<file path="config.mk">
export PLATFORM = sky130hd
export DESIGN_NAME = hvng_fifo
export DESIGN_NICKNAME = d
export VERILOG_FILES = /design/src/design/hvng_fifo.sv
export SDC_FILE = /design/constraint.sdc
export NUM_CORES = 1
export LEC_CHECK = 0
export BUFFER_PORTS_ARGS = -buffer_cell sky130_fd_sc_hd__buf_2
export CAP_MARGIN = 0
export CORE_ASPECT_RATIO = 0.9
export CORE_UTILIZATION = 30
export CTS_CLUSTER_SIZE = 24
export DETAILED_ROUTE_END_ITERATION = 10
export GPL_TIMING_DRIVEN = 0
export PLACE_DENSITY_LB_ADDON = 0.08
export SYNTH_ARGS = -nofsm -noshare
export SYNTH_HDL_FRONTEND = slang
export SYNTH_SLANG_ARGS = --single-unit
</file>
<file path="constraint.sdc">
create_clock -name clk_i -period 1.3 [get_ports clk_i]
set_input_delay 0.26 -clock clk_i [delete_from_list [all_inputs] [get_ports clk_i]]
set_output_delay 0.26 -clock clk_i [all_outputs]
set_load 0.01 [all_outputs]
</file>
<file path="src/design/hvng_fifo.sv">
// ----------------------------------------------------------------------------
// Vertex job queue
// Short first-in first-out queue between the sample front end and the vertex
// back end.
// ----------------------------------------------------------------------------
module hvng_fifo #(
  parameter int unsigned WIDTH = 8,
  parameter int unsigned DEPTH = 2
) (
  input  logic             clk_i,
  input  logic             rst_ni,
  input  logic             push_i,
  input  logic [WIDTH-1:0] wdata_i,
  output logic             full_o,
  input  logic             pop_i,
  output logic [WIDTH-1:0] rdata_o,
  output logic             empty_o
);

  localparam int unsigned PtrW = (DEPTH > 1) ? $clog2(DEPTH) : 1;
  localparam int unsigned CntW = $clog2(DEPTH + 1);

  logic [WIDTH-1:0] mem_q [DEPTH];
  logic [PtrW-1:0]  wptr_q, rptr_q;
  logic [CntW-1:0]  cnt_q;

  assign full_o  = (cnt_q == CntW'(DEPTH));
  assign empty_o = (cnt_q == '0);
  assign rdata_o = mem_q[rptr_q];

  always_ff @(posedge clk_i) begin
    if (push_i) begin
      mem_q[wptr_q] <= wdata_i;
    end
  end

  always_ff @(posedge clk_i or negedge rst_ni) begin
    if (!rst_ni) begin
      wptr_q <= '0;
      rptr_q <= '0;
      cnt_q  <= '0;
    end else begin
      if (push_i) begin
        wptr_q <= (wptr_q == PtrW'(DEPTH - 1)) ? '0 : wptr_q + 1'b1;
      end
      if (pop_i) begin
        rptr_q <= (rptr_q == PtrW'(DEPTH - 1)) ? '0 : rptr_q + 1'b1;
      end
      if (push_i && !pop_i) begin
        cnt_q <= cnt_q + 1'b1;
      end else if (pop_i && !push_i) begin
        cnt_q <= cnt_q - 1'b1;
      end
    end
  end

`ifndef NO_ASSERTIONS
  a_no_push_full: assert property (@(posedge clk_i) disable iff (!rst_ni)
    full_o |-> !push_i) else $error("queue written while full");
  a_no_pop_empty: assert property (@(posedge clk_i) disable iff (!rst_ni)
    empty_o |-> !pop_i) else $error("queue read while empty");
  a_cnt_range: assert property (@(posedge clk_i) disable iff (!rst_ni)
    cnt_q <= CntW'(DEPTH)) else $error("queue fill count out of range");
`endif

endmodule

</file>
Word-level counts from Yosys, hierarchy flattened
Memory sizes are Yosys's and may differ from the RTL's.
Index checks and enable logic that the tools add are counted.
{ "word_totals": {"out_inout_bits": 10, "ff_bits": 4, "ramBits": 16, "mem_count": 1, "elab_cells": 21, "input_bits": 12} }
{ "mem_list": {"columns": ["name", "depth", "word_bits", "rd", "rd_clocked_by_memory_dff", "wr", "line_no", "source"], "rows": [
  ["mem_q", 2, 8, 1, 0, 1, "23", "logic [WIDTH-1:0] mem_q [DEPTH];"]
]} }
{ "op_classes": {"eq_ne": 1, "muxes": 6, "addsub": 4, "reduce_logical": 6} }
{ "ops": {"columns": ["op", "n"], "rows": [
  ["1-bit 2-to-1 mux", 4],
  ["2-bit 2-to-1 mux", 2],
  ["1-bit adder (second input constant)", 2],
  ["2-bit by 1-bit adder with 2-bit output (second input constant)", 1],
  ["2-bit equality test (second input constant)", 1],
  ["1-bit logical AND", 2],
  ["1-bit logical NOT", 2],
  ["2-bit logical NOT", 1],
  ["2-bit nonzero test", 1],
  ["2-bit by 1-bit subtractor with 2-bit output (second input constant)", 1]
]} }

Logic depth before layout (Yosys ltp)
{ "logic_depth": {"word_depth": 4, "depth_mapped": 5, "ltp_nobuf": 5} }

Worst setup path before layout
Ideal clock, no wire load.
{ "synth_path": {"path_kind": "register to register", "from": "register wptr_q", "to": "memory mem_q[0][0] (enable)", "path_stages_with_launch": 2, "n_path_buf": 0, "arrival_ps": 789, "setup_ps": 373, "slack_ps": 138, "cell_sequence": "dfrtp_1 > nor2b_1"} }
{ "synth_lines": {"columns": ["item", "line_no", "source"], "rows": [
  ["start: declaration", "24", "logic [PtrW-1:0] wptr_q, rptr_q;"],
  ["start signal: assignment", "44", "wptr_q <= (wptr_q == PtrW'(DEPTH - 1)) ? '0 : wptr_q + 1'b1;"],
  ["end: declaration", "23", null]
]} }
Straight into the memory's write port.

Worst setup path in the final report
{ "layout_path": {"from": "register rptr_q", "to": "output rdata_o[3]"} }
{ "layout_via": {"elab_chain_len": 1} }
{ "layout_rtl": {"columns": ["item", "line_no", "source"], "rows": [
  ["start: declaration", "24", null],
  ["start signal: assignment", "47", "rptr_q <= (rptr_q == PtrW'(DEPTH - 1)) ? '0 : rptr_q + 1'b1;"],
  ["memory 2 x 8 bit", null, null],
  ["end: declaration", "16", "output logic [WIDTH-1:0] rdata_o,"]
]} }
Every way passes these cells.

==> results.py <==
metrics = {
    "global_route": {
        "grt-ovfl-total": 0,
        "grt_usage_pct": 9.82,
        "grt_max_degree": 13,
        "grt_pass1_vias": 452,
        "grt_pass1_wl_um": 2060,
        "antenna_found_initial": 0,
    },
    "critical_path": {
        "worstPathCellList": "buf_6 > mux2_2 > buf_2",
        "crit_type": "reg -> out",
        "start_kind": "flip-flop",
        "critical_path.max_stage_delay_ns": 0.35,
        "cp.arrival_ns": 1.26,
        "rrSetupSlack_ns": 0.14,
        "rr_endpoint": "mem_q[1][7]$_DFFE_PP_",
        "slowest_stage": "dfrtp_1",
        "cpLargestDelayFamily": "flip-flops",
        "required_ns": 1.04,
        "startpoint": "rptr_q$_DFFE_PN0P_",
        "endpoint_kind": "output port",
        "r2r_cells": 1,
        "r2r_start": "wptr_q$_DFFE_PN0P_",
        "crit_buf_inv": 2,
        "cp_max_fo": 9,
    },
    "timing": {
        "fin_ws_ns": -0.222,
        "slew_headroom_pct": 70.2,
        "rsz0062_at_grt": "yes",
        "setup_violations": 8,
        "skew_ns": 0.00834,
        "fmax_ghz": 0.657,
        "min_period_over_period_pct": 117,
        "hold_viol_final": 0,
        "worst_pin_slew_ns": 0.447,
        "min_period_ns": 1.52,
        "final_max_slew_viol_count": 0,
    },
    "cells_and_area": {
        "post-route-util_pct": 42.3,
        "drive_above_1_share_pct": 55.7,
        "n_antenna_cell": 0,
        "area_growth_pct": 34.1,
        "fin_nets": 84,
    },
    "hold_path": {
        "hold_class": "in -> reg",
        "min_delay_path_depth": 1,
        "min_from": "wdata_i[0]",
        "whs_endpoint": "mem_q[0][0]$_DFFE_PP_",
    },
    "synthesis": {
        "synth_cell_types": 12,
        "ys_seq_area_share_pct": 75.3,
        "yosysWarnings": 0,
        "async_flop_share_pct": 20.0,
        "yosys.area.top_type": "edfxtp_1",
        "synth_most_common_cell": "edfxtp_1",
        "avgSynthCellArea_sq_um": 18.8,
        "synth_ff_type": "edfxtp_1",
        "syn_inst": 41,
        "ys_ff_latch": 20,
        "synthesis.area_sq_um": 771,
        "synth_commonest_cells": "edfxtp_1, mux2_2, dfrtp_1, xor2_1, nor2_1",
        "yosysTopAreaCellShare_pct": 62.3,
        "syn_nets": 54,
        "synth_area_leaders": "edfxtp_1, dfrtp_1, mux2_2",
        "synth_edf_count": 16,
    },
    "place": {
        "pre_cts_slack_ns": -0.126,
        "io_buffers": 21,
        "post-dp-hpwl_um": 848,
        "gp_congestion": 0.675,
    },
    "routing": {
        "final_antenna_net_count": 0,
        "drtIter0Drc": 3,
        "drt_wl_total_um": 1190,
        "wl_per_cell_um": 12.1,
        "drc": 0,
        "vias_per_cell": 4.30,
        "drtPass1Iterations": 2,
        "vias": 421,
    },
    "flow_run": {
        "cap_violations": 0,
    },
    "floorplan": {
        "initial_utilization_pct": 31.5,
        "io_pins": 22,
        "core_area_sq_mm": 0.00245,
        "fp.dieW_um": 55.4,
        "die_y_um": 50.1,
        "die_area_sq_mm": 0.00278,
        "rows": 17,
    },
    "clock_tree": {
        "cts_max_level": 1,
        "clk-insertion-delay-late_ns": 0.29,
        "cts_tree": "built",
        "clk_pin_slew_worst_paths_ns": 0.12,
        "clockRootBuffer": "clkbuf_4",
        "cts.path.max_buffers": 2,
        "clock-sinks": 20,
        "numCtsBuffers": 3,
    },
    "power_and_ir_drop": {
        "leakage_nw": 0.428,
        "power.density_mw_per_mm2": 2160,
        "irDropWorstVdd_mv": 1.16,
    },
    "outcome": {
        "status": "finished, violations left",
        "failed_checks": "negative setup slack",
    },
}
==> layer usage <==
layer	track usage [%]	part of all wire, %	up-vias	routed length (um)
li1	-	-	205	-
met1	12.6	48	207	570
met2	15.9	48	9	565
met3	4.20	4.1	0	48
met4	1.25	0	0	0
met5	0	0	-	0
==> cells in the final DEF, fill, tap and decap left out <==
cell | synthesis | final
buf_2 | 0 | 16
edfxtp_1 | 16 | 16
mux2_2 | 8 | 7
buf_6 | 1 | 6
xor2_1 | 4 | 4
dfrtp_1 | 4 | 4
clkbuf_4 | 0 | 3
buf_4 | 0 | 3
nor2_1 | 2 | 2
inv_1 | 1 | 1
mux2_4 | 0 | 1
and2_1 | 1 | 1
and2b_2 | 1 | 1
nor2b_2 | 0 | 1
xnor2_1 | 1 | 1
ha_1 | 1 | 1
bufinv_16 | 0 | 1
dlygate4sd3_1 | 0 | 1
==> where the power goes <==
group / leakage, nW / switching (mW) / internal [mW]
registers: 0.197 / 0.0659 / 0.870
clock network: 0.0279 / 0.186 / 0.311
logic: 0.203 / 0.338 / 0.455
==> layout make-up <==
class                   count  area [sq um]
repair buffers             25           169
well taps                  28          35.0
fillers                   229          1410
clock inverters             1          30.0
flip-flops and latches     20           581
plain buffers               1          11.3
inverters                   1          3.75
multi-input cells          19           181
clock buffers               3          22.5
==> state kept, by name, summed over array words and instances, names as in the netlist <==
register	flops
cnt_q	2
wptr_q	1
rptr_q	1
mem_q	16
==> metrics by stage <==
stage,power (mW),instance area (sq um),hold slack (ns),std cells,TNS (ns)
5_1_grt,2.36,1030,0.119,98,-2.25
4_1_cts,2.23,1020,0.137,98,-1.81
3_3_place_gp,1.57,911,0.0707,90,-1.10
3_5_place_dp,1.58,911,0.0708,90,-1.00
2_1_floorplan,1.36,771,-0.0356,41,0
6_report,2.23,1030,0.145,98,-1.68
==> repair_timing <==
action	in CTS	in global routing
endpoints found under the hold margin	4	0
hold buffers	1	0
setup buffers	3	0
endpoints found under the setup margin	17	9
resized for setup	5	2
==> worst max path at each step <==
stage / endpoint / slack (ns) / cells after the start
after floorplan: mem_q[0][0]$_DFFE_PP_ / 0.14 / 1
after global placement: mem_q[0][0]$_DFFE_PP_ / -0.14 / 2
after detailed placement: mem_q[0][0]$_DFFE_PP_ / -0.13 / 2
after CTS: rdata_o[3] / -0.24 / 3
after global routing: rdata_o[3] / -0.28 / 3
final: rdata_o[3] / -0.22 / 3
==> cells by family (layout without fill, tap and decap cells) <==
| family | count (synthesis) | after routing | synth area share, % |
|---|---|---|---|
| DFF | 20 | 20 | 75.3 |
| muxes | 8 | 8 | 11.7 |
| xor gates and xnor gates | 5 | 5 | 5.68 |
| and+or+nand+nor | 5 | 5 | 3.74 |
| buffers and inverters | 2 | 31 | 1.95 |
| adders and majority gates | 1 | 1 | 1.62 |
Power figures use the tool's default switching activity.
