==> config.mk <==
export PLATFORM = sky130hd
export DESIGN_NAME = hvng_back
export DESIGN_NICKNAME = d
export VERILOG_FILES = /design/src/design/hvng_pkg.sv /design/src/design/hvng_nrm.sv /design/src/design/hvng_back.sv
export SDC_FILE = /design/constraint.sdc
export NUM_CORES = 2
export LEC_CHECK = 0
export BUFFER_PORTS_ARGS = -buffer_cell sky130_fd_sc_hd__buf_2
export CORE_MARGIN = 2
export CORE_UTILIZATION = 30
export CTS_CLUSTER_SIZE = 25
export DETAILED_ROUTE_END_ITERATION = 7
export SYNTH_ARGS = -nofsm -noshare
export SYNTH_HDL_FRONTEND = slang
export SYNTH_SLANG_ARGS = --single-unit
==> constraint.sdc <==
create_clock -name clk_i -period 9.9 [get_ports clk_i]
set_input_delay 0.99 -clock clk_i [delete_from_list [all_inputs] [get_ports clk_i]]
set_output_delay 0.99 -clock clk_i [all_outputs]
set_load 0.005 [all_outputs]
==> src/design/hvng_pkg.sv <==
// ----------------------------------------------------------------------------
// Heightmap vertex normal generator package
// Configuration register layout, register indexes and shared constants.
// ----------------------------------------------------------------------------
package hvng_pkg;

  typedef struct packed {
    logic [8:0] tile_length;
    logic [1:0] lod_shift;
    logic [7:0] tile_grid_x;
    logic [7:0] tile_grid_z;
  } cfg_t;

  localparam logic [1:0] RegTileLength = 2'd0;
  localparam logic [1:0] RegLodShift   = 2'd1;
  localparam logic [1:0] RegTileGridX  = 2'd2;
  localparam logic [1:0] RegTileGridZ  = 2'd3;

  localparam logic [8:0] TileLengthRst = 9'd64;

  // Bits of a normal component magnitude found by the normaliser, one per step.
  localparam int unsigned NormSteps = 16;
  localparam logic [15:0] NormOne   = 16'h7FFF;

endpackage

==> src/design/hvng_nrm.sv <==
// ----------------------------------------------------------------------------
// Normal component normaliser lane
// Finds round(m * 2^15 / sqrt(S)) one bit a cycle while step_i is high, most
// significant first, with shift-and-add updates of the squared trial value.
// ----------------------------------------------------------------------------
module hvng_nrm #(
  parameter int unsigned SSW = 38,
  parameter int unsigned SQW = 36
) (
  input  logic                           clk_i,
  input  logic                           rst_ni,
  input  logic                           start_i,
  input  logic                           step_i,
  input  logic [SSW-1:0]                 s_i,
  input  logic [SQW-1:0]                 msq_i,
  output logic [hvng_pkg::NormSteps-1:0] mag_o
);

  localparam int unsigned NS = hvng_pkg::NormSteps;
  localparam int unsigned PW = SSW + 2 * NS + 4;

  // With t = 2*mag - 1, p holds t^2*S, r holds t*S*2^(k+2) and w holds
  // S*2^(2k+2) for the bit k under trial.
  logic signed [PW-1:0] p_q, r_q, w_q;
  logic signed [PW-1:0] m_lim, p_c, r_upd;
  logic [NS-1:0]        mag_q;
  logic                 take;

  assign m_lim = $signed(PW'(msq_i) << (2 * NS));
  assign p_c   = p_q + r_q + w_q;
  assign take  = (p_c <= m_lim);
  assign r_upd = take ? (r_q + (w_q <<< 1)) : r_q;
  assign mag_o = mag_q;

  always_ff @(posedge clk_i) begin
    if (start_i) begin
      p_q <= $signed(PW'(s_i));
      r_q <= -($signed(PW'(s_i)) <<< (NS + 1));
      w_q <= $signed(PW'(s_i) << (2 * NS));
    end else if (step_i) begin
      if (take) begin
        p_q <= p_c;
      end
      r_q <= r_upd >>> 1;
      w_q <= w_q >>> 2;
    end
  end

  always_ff @(posedge clk_i or negedge rst_ni) begin
    if (!rst_ni) begin
      mag_q <= '0;
    end else if (start_i) begin
      mag_q <= '0;
    end else if (step_i) begin
      mag_q <= {mag_q[NS-2:0], take};
    end
  end

endmodule

==> src/design/hvng_back.sv <==
// ----------------------------------------------------------------------------
// Vertex back end
// Takes vertex jobs from the queue, works out position and texture coordinates,
// normalises the central difference normal and holds the result for output.
// ----------------------------------------------------------------------------
module hvng_back #(
  parameter int unsigned MAX_SIDE    = 256,
  parameter int unsigned HEIGHT_BITS = 16,
  parameter int unsigned EW          = 8
) (
  input  logic               clk_i,
  input  logic               rst_ni,
  input  hvng_pkg::cfg_t     cfg_i,
  input  logic               empty_i,
  output logic               pop_o,
  input  logic [EW-1:0]      entry_i,
  output logic               out_valid_o,
  input  logic               out_stall_i,
  output logic [7:0]         vertex_row_o,
  output logic [7:0]         vertex_col_o,
  output logic [23:0]        world_x_o,
  output logic [15:0]        world_y_o,
  output logic [23:0]        world_z_o,
  output logic [15:0]        tex_u_o,
  output logic [15:0]        tex_v_o,
  output logic signed [15:0] normal_x_o,
  output logic signed [15:0] normal_y_o,
  output logic signed [15:0] normal_z_o,
  output logic               run_end_o
);

  localparam int unsigned AW  = $clog2(MAX_SIDE);
  localparam int unsigned HW  = (HEIGHT_BITS < 16) ? HEIGHT_BITS : 16;
  localparam int unsigned DW  = HEIGHT_BITS + 2;
  localparam int unsigned SQW = 2 * DW;
  localparam int unsigned SSW = 2 * DW + 2;
  localparam int unsigned NS  = hvng_pkg::NormSteps;
  localparam int unsigned StW = $clog2(NS);
  localparam int unsigned PSW = ((AW + 8 > 25) ? AW + 8 : 25) + 1;
  localparam int unsigned TW  = AW + 8;

  localparam logic [SQW-1:0] SqB = SQW'(1) << (2 * HEIGHT_BITS + 2);

  typedef struct packed {
    logic [AW-1:0]        row;
    logic [AW-1:0]        col;
    logic [HW-1:0]        height;
    logic signed [HW:0]   diff_a;
    logic signed [HW:0]   diff_c;
    logic                 border;
    logic                 run_end;
  } entry_t;

  localparam logic [2:0] BIdle = 3'd0;
  localparam logic [2:0] BSq   = 3'd1;
  localparam logic [2:0] BSum  = 3'd2;
  localparam logic [2:0] BIni  = 3'd3;
  localparam logic [2:0] BIter = 3'd4;
  localparam logic [2:0] BFin  = 3'd5;

  logic [2:0]     state_q, state_d;
  entry_t         ent_q;
  logic [HW:0]    abs_a, abs_c;
  logic [DW-1:0]  mag_a, mag_c;
  logic [SQW-1:0] sq_a_q, sq_c_q;
  logic [SSW-1:0] s_q;
  logic [16:0]    prod_x_q, prod_z_q;
  logic [StW-1:0] step_q;
  logic [NS-1:0]  lane_a, lane_b, lane_c;
  logic           load_out;
  logic           out_valid_q;

  logic [7:0]  row_q, col_q;
  logic [23:0] wx_q, wz_q;
  logic [15:0] wy_q, tu_q, tv_q, nx_q, ny_q, nz_q;
  logic        end_q;

  function automatic logic [23:0] world_q8(logic [AW-1:0] idx, logic [7:0] grid,
                                           logic [16:0] prod, logic [1:0] lod);
    logic [PSW-1:0] plus;
    logic [PSW-1:0] minus;
    logic [PSW-1:0] v;
    plus  = (PSW'(prod) << 8) + (PSW'(idx) << (4'd8 - {2'b00, lod}));
    minus = PSW'(grid) << (4'd8 - {2'b00, lod});
    v     = (minus > plus) ? '0 : plus - minus;
    return (v > PSW'(24'hFFFFFF)) ? 24'hFFFFFF : v[23:0];
  endfunction

  function automatic logic [15:0] tex_q8(logic [AW-1:0] idx, logic [1:0] lod);
    logic [TW-1:0] t;
    t = TW'(idx) << (4'd8 - {2'b00, lod});
    return (t > TW'(16'hFFFF)) ? 16'hFFFF : 16'(t);
  endfunction

  // A negative component takes the two's complement of the magnitude; a
  // positive one saturates at +1.
  function automatic logic [15:0] comp_q15(logic neg, logic [NS-1:0] mag);
    logic [15:0] m16;
    m16 = 16'(mag);
    if (neg) begin
      return ~m16 + 1'b1;
    end
    return (m16 > hvng_pkg::NormOne) ? hvng_pkg::NormOne : m16;
  endfunction

  assign abs_a = ent_q.diff_a[HW] ? (~ent_q.diff_a + 1'b1) : ent_q.diff_a;
  assign abs_c = ent_q.diff_c[HW] ? (~ent_q.diff_c + 1'b1) : ent_q.diff_c;
  assign mag_a = DW'(abs_a);
  assign mag_c = DW'(abs_c);

  hvng_nrm #(.SSW(SSW), .SQW(SQW)) u_nrm_x (
    .clk_i, .rst_ni,
    .start_i (state_q == BIni),
    .step_i  (state_q == BIter),
    .s_i     (s_q),
    .msq_i   (sq_a_q),
    .mag_o   (lane_a)
  );

  hvng_nrm #(.SSW(SSW), .SQW(SQW)) u_nrm_y (
    .clk_i, .rst_ni,
    .start_i (state_q == BIni),
    .step_i  (state_q == BIter),
    .s_i     (s_q),
    .msq_i   (SqB),
    .mag_o   (lane_b)
  );

  hvng_nrm #(.SSW(SSW), .SQW(SQW)) u_nrm_z (
    .clk_i, .rst_ni,
    .start_i (state_q == BIni),
    .step_i  (state_q == BIter),
    .s_i     (s_q),
    .msq_i   (sq_c_q),
    .mag_o   (lane_c)
  );

  assign load_out = (state_q == BFin) && (!out_valid_q || !out_stall_i);

  always_comb begin
    state_d = state_q;
    pop_o   = 1'b0;
    unique case (state_q)
      BIdle: begin
        if (!empty_i) begin
          pop_o   = 1'b1;
          state_d = BSq;
        end
      end
      BSq:   state_d = ent_q.border ? BFin : BSum;
      BSum:  state_d = BIni;
      BIni:  state_d = BIter;
      BIter: begin
        if (step_q == StW'(NS - 1)) begin
          state_d = BFin;
        end
      end
      BFin: begin
        if (load_out) begin
          state_d = BIdle;
        end
      end
      default: state_d = BIdle;
    endcase
  end

  always_ff @(posedge clk_i) begin
    if (pop_o) begin
      ent_q <= entry_t'(entry_i);
    end
    if (state_q == BSq) begin
      sq_a_q   <= mag_a * mag_a;
      sq_c_q   <= mag_c * mag_c;
      prod_x_q <= cfg_i.tile_grid_x * cfg_i.tile_length;
      prod_z_q <= cfg_i.tile_grid_z * cfg_i.tile_length;
    end
    if (state_q == BSum) begin
      s_q <= SSW'(sq_a_q) + SSW'(SqB) + SSW'(sq_c_q);
    end
    if (load_out) begin
      row_q <= 8'(ent_q.row);
      col_q <= 8'(ent_q.col);
      wx_q  <= world_q8(ent_q.row, cfg_i.tile_grid_x, prod_x_q, cfg_i.lod_shift);
      wz_q  <= world_q8(ent_q.col, cfg_i.tile_grid_z, prod_z_q, cfg_i.lod_shift);
      wy_q  <= 16'(ent_q.height);
      tu_q  <= tex_q8(ent_q.row, cfg_i.lod_shift);
      tv_q  <= tex_q8(ent_q.col, cfg_i.lod_shift);
      end_q <= ent_q.run_end;
      if (ent_q.border) begin
        nx_q <= '0;
        ny_q <= hvng_pkg::NormOne;
        nz_q <= '0;
      end else begin
        nx_q <= comp_q15(ent_q.diff_a[HW], lane_a);
        ny_q <= comp_q15(1'b0, lane_b);
        nz_q <= comp_q15(ent_q.diff_c[HW], lane_c);
      end
    end
  end

  always_ff @(posedge clk_i or negedge rst_ni) begin
    if (!rst_ni) begin
      state_q     <= BIdle;
      step_q      <= '0;
      out_valid_q <= 1'b0;
    end else begin
      state_q <= state_d;
      if (state_q == BIter) begin
        step_q <= step_q + 1'b1;
      end else begin
        step_q <= '0;
      end
      if (load_out) begin
        out_valid_q <= 1'b1;
      end else if (!out_stall_i) begin
        out_valid_q <= 1'b0;
      end
    end
  end

  assign out_valid_o  = out_valid_q;
  assign vertex_row_o = row_q;
  assign vertex_col_o = col_q;
  assign world_x_o    = wx_q;
  assign world_y_o    = wy_q;
  assign world_z_o    = wz_q;
  assign tex_u_o      = tu_q;
  assign tex_v_o      = tv_q;
  assign normal_x_o   = $signed(nx_q);
  assign normal_y_o   = $signed(ny_q);
  assign normal_z_o   = $signed(nz_q);
  assign run_end_o    = end_q;

endmodule

* Word level (Yosys, flattened, before mapping)
Cells that the tools add are included.
Storage, ports and cells: bits in registers 939, bits of input ports 39, output and inout port bits 163, word-level logic and storage cells 145
Operators by class: add/sub/neg operators 17, $mul 3, order comparisons 11, equal/unequal tests 10, shift-type cells 4, multiplexer cells 48, reduce and logical (&&, ||, !) cells 17
Operators by type and width (count):
- $mux W74 | 9
- $mux W70 | 6
- $mux W38 | 9
- $add A74 B71 Y74 | 3
- $add A74 B72 Y74 | 3
- $add A74 B74 Y74 | 3
- $mux W16 | 10
- $le A74 B1 Y1 const B | 1
- $le A74 B68 Y1 const B | 1
- $le A74 B69 Y1 | 1
- $neg A55 Y74 | 1
- $add A25 B26 Y26 | 2
- $gt A26 B24 Y1 const B | 2
- $gt A26 B26 Y1 | 2
- $mux W26 | 2
- $shl A8 B4 Y26 | 2
- $sub A26 B26 Y26 | 2
- $gt A16 B15 Y1 const B | 3
- $add A35 B36 Y37 const A | 1
- $mul A8 B9 Y17 | 2
- $shl A1 B4 Y26 const A | 1
- $pmux W3 S6 | 1
- $gt A16 B16 Y1 const B | 1
- $shl A1 B4 Y16 const A | 1
- other kinds (20) | 41

* Depth between registers and ports, before layout
depth after elaboration 6, mapped depth 30, depth with buffers taken out 29

* Cells and area by module
A second synthesis with hierarchy kept.
Unflattened totals: cells, all modules 8605, area, all modules 77957.3 um^2
By module, submodules not included:
- hvng_nrm (u_nrm_x) | instances 1, cells an instance 2412, area each 21440.6 um^2
- hvng_nrm (u_nrm_y) | instances 1, cells an instance 2391, area each 21230.4 um^2
- hvng_nrm (u_nrm_z) | instances 1, cells an instance 2403, area each 21211.6 um^2
- hvng_back | instances 1, cells an instance 1399, area each 14074.7 um^2

* Worst setup path before layout
OpenSTA, ideal clock, no wires.
path type reg2reg, from reg, netlist name u_nrm_x.w_q[1], to reg u_nrm_y.p_q[0] (enable), setup time 0.486 ns, data arrival time 7.670 ns, required time 9.414 ns, path slack 1.744 ns, stages on the path, launching flop included 20, path buffers 1, clock period less this slack 8.156 ns, cell sequence dfxtp_1 -> fa_1 -> ha_1 -> inv_1 -> fa_1 -> nand2b_1 -> a2111oi_0 -> nor3b_1 -> o211ai_2 -> a311oi_4 -> o21ai_2 -> xor2_1 -> or4_1 -> or4b_1 -> nor4_1 -> nand4_1 -> o21bai_2 -> a21oi_1 -> clkbuf_1 -> o21ai_0
RTL lines:
- end signal: assignment | line hvng_nrm.sv:37 | p_q <= $signed(PW'(s_i));
- end signal: assignment | line hvng_nrm.sv:42 | p_q <= p_c;
- end: declaration | line hvng_nrm.sv:24 | logic signed [PW-1:0] p_q, r_q, w_q;

==> run_results.csv <==
group,metric,value,unit
synth,synth_seq_cells,724,
synth,synth_area,0.0655,mm^2
sta,setup_viol,0,
clock_network,cts_setup_buffers,0,
synth,async_flop_share,7.73,%
global_routing,grt_pass1_vias,54114,
setup_path,crit_path_start_kind,"flop",
sta,rsz0062_at_grt,"no",
setup_path,slowest_delay,0.62,ns
routing,postRouteAntennaNets,0,
floorplan,die_w,471,um
clock_network,clk_pin_slew,0.06,ns
sta,report.final.slew_viol_count,0,
synth,yosys_warnings,0,
global_routing,gr-total-overflow,0,
clock_network,cts_tree,"built",
floorplan,core_area,0.217,mm^2
clock_network,clock-sinks,724,
synth,ys_types,99,
setup_path,crit_type,"reg -> reg",
global_routing,grt_first_pass_wirelength,320000,um
floorplan,die_y,471,um
synth,synth_area_leader_cell,"edfxtp_1",
global_routing,antenna_found_initial,11,
min_path,hold_path_class,"in -> async",
finish,final_cell_mix,"a21oi_1, nand2_1, ha_1, nor2_1, edfxtp_1",
global_routing,grt_max_degree,148,
synth,ys_seq_area_share,30.6,%
sta,post-route-period-util,85.8,%
finish,n_fill_cell,22274,
routing,first_pass_iters,5,
sta,relSlewSlack,20.6,%
sta,fmax,118,MHz
finish,fin_cells,10139,
run,drv_cap,0,
setup_path,cp.required,10.37,ns
floorplan,io_pins,202,
sta,tightest_slew,1.19,ns
clock_network,ctsHtreeMaxLevel,3,
placement,port_buffers,137,
clock_network,cts_buffers,95,
global_routing,grt_use_total,18.1,%
clock_network,cts-root-buf,"clkbuf_16",
sta,timing.hold.ws,0.376,ns
synth,synthCells,7223,
finish,layout_commonest_cell,"a21oi_1",
floorplan,die-area,0.222,mm^2
setup_path,cp_max_fo,126,
sta,fin_crit,8.49,ns
clock_network,cts_hold_buf,0,
clock_network,insertion_delay,0.77,ns
routing,vias,55876,
clock_network,cts_resized,0,
setup_path,critPathCaptureType,"flop",
routing,drtIter0Drc,4851,
synth,synth_top_area_share,24.2,%
routing,viasPerCell,5.51,
synth,synthFlopType,"edfxtp_1",
outcome,status,"completed",
finish,nets,8098,
sta,finalSetupTns,0,ns
routing,routed_wirelength,208000,um
finish,area_delta_synth_final,10.3,%
synth,synth_edf_count,528,
sta,hold_viol_final,0,
synth,synth_area_leaders,"edfxtp_1, ha_1, fa_1, a21oi_1, dfxtp_1",
placement,gp_congestion,0.949,
routing,wl_per_cell,20.5,um
clock_network,cts_buffer_depth,3,
finish,drive_gt1_share,6.48,%
setup_path,arrival,8.96,ns
placement,dp_hpwl,159000,um
floorplan,start_util,30.2,%
synth,syn-mean-instance-area,9.07,um^2
sta,finalClockSkew,0.0733,ns
routing,drc_errors,0,
placement,dp.cells,9957,
setup_path,cpMaxStageDelayCell,"o21ai_0",
floorplan,rows,171,
setup_path,cpMostUsedCell,"nand4_1",
[critical path, delay by kind of cell (launching register included)]
family                     cells  cell delay (ns)
and+or+nand+nor               12             2.99
AOI/OAI and AO/OA              8             2.26
adders and majority gates      4             1.46
DFF                            1             0.61
buffers and inverters          2             0.47
xor gates and xnor gates       2             0.34
[synthesized netlist by cell type (19+ instances only)]
master	instances
nand2b_1	57
nand3_1	219
clkbuf_1	307
nor3_1	116
and3_1	88
o211ai_1	63
nand2_1	594
buf_4	69
edfxtp_1	528
dfrtp_1	56
nor4_1	37
o21a_1	56
nor2b_1	69
fa_1	296
o31ai_1	38
a221oi_1	19
dfxtp_1	140
o311ai_0	27
xnor2_1	267
or2_2	29
ha_1	563
a211oi_1	50
xor2_1	179
nand4_1	129
nor2_1	561
a21o_1	258
o21ai_0	414
a32oi_1	19
a21oi_1	730
a21boi_0	24
and2_1	150
or3_1	48
a22o_1	80
o21ai_1	21
a31oi_1	72
o21bai_1	105
inv_1	302
mux2i_1	107
[worst paths after layout]
path | start | end | slack [ns] | cells past startpoint
min | rst_ni | u_nrm_y.mag_o[9]$_DFFE_PN0P_ | 0.38 | 2
max reg2reg | u_nrm_x.w_q[1]$_SDFFE_PP0N_ | u_nrm_z.r_q[69]$_SDFFCE_PP1P_ | 1.41 | 28
max | u_nrm_x.w_q[1]$_SDFFE_PP0N_ | u_nrm_z.r_q[69]$_SDFFCE_PP1P_ | 1.41 | 28
min in group clk_i | entry_i[0] | ent_q[0]$_DFFE_PP_ | 0.40 | 1
max in group asynchronous | rst_ni | out_valid_o$_DFFE_PN0P_ | 9.02 | 2
min reg2reg | ent_q[0]$_DFFE_PP_ | run_end_o$_DFFE_PP_ | 0.43 | 0
[state kept, by name (all words and copies together), names as in the netlist, 65 cells and up]
name,count
u_nrm_z.p_q,74
u_nrm_x.p_q,74
u_nrm_y.p_q,74
u_nrm_y.r_q,73
u_nrm_z.r_q,73
u_nrm_x.r_q,73
u_nrm_x.w_q,65
[metal layers]
| metal | vias to the layer above | global-route usage, % | part of all wire, % |
|---|---|---|---|
| li1 | 26265 | - | - |
| met2 | 1813 | 28.7 | 45 |
| met1 | 27439 | 24.8 | 45 |
| met5 | - | 0 | 0.028 |
| met3 | 349 | 3.20 | 6.5 |
| met4 | 10 | 6.10 | 3.6 |
[layout make-up]
| class | instances | area, um^2 | share of cell area (%) |
|---|---|---|---|
| antenna | 2 | 5.00 | 0.00692 |
| clock buffer | 122 | 2620 | 3.63 |
| clock inverter | 58 | 671 | 0.928 |
| inverter | 304 | 1160 | 1.60 |
| multi-input combinational | 5851 | 42800 | 59.2 |
| sequential | 724 | 20100 | 27.7 |
| tap | 2854 | 3570 | 4.94 |
| timing repair buffer | 224 | 1400 | 1.94 |
[metrics by stage]
stage / instance area [um^2] / util (%) / setup WS [ns]
after detailed placement: 69000 / 31.8 / 1.57
final: 72300 / 33.3 / 1.41
after floorplan: 65800 / - / 1.74
after global routing: 72300 / 33.3 / 0.836
after CTS: 72300 / 33.3 / 1.56
after global placement: 69000 / 31.8 / 1.66
[kinds of logic after synthesis]
kind of cell | share of synthesized area (%)
AOI/OAI and AO/OA | 21.1
xor gates and xnor gates | 5.96
adders and majority gates | 19.8
buffers and inverters | 4.62
DFF | 30.6
muxes | 1.84
other | 0.0115
and+or+nand+nor | 16.1
Power is not shown: default switching activity piles up to over one toggle a cycle in this logic, so the estimate is an artifact.
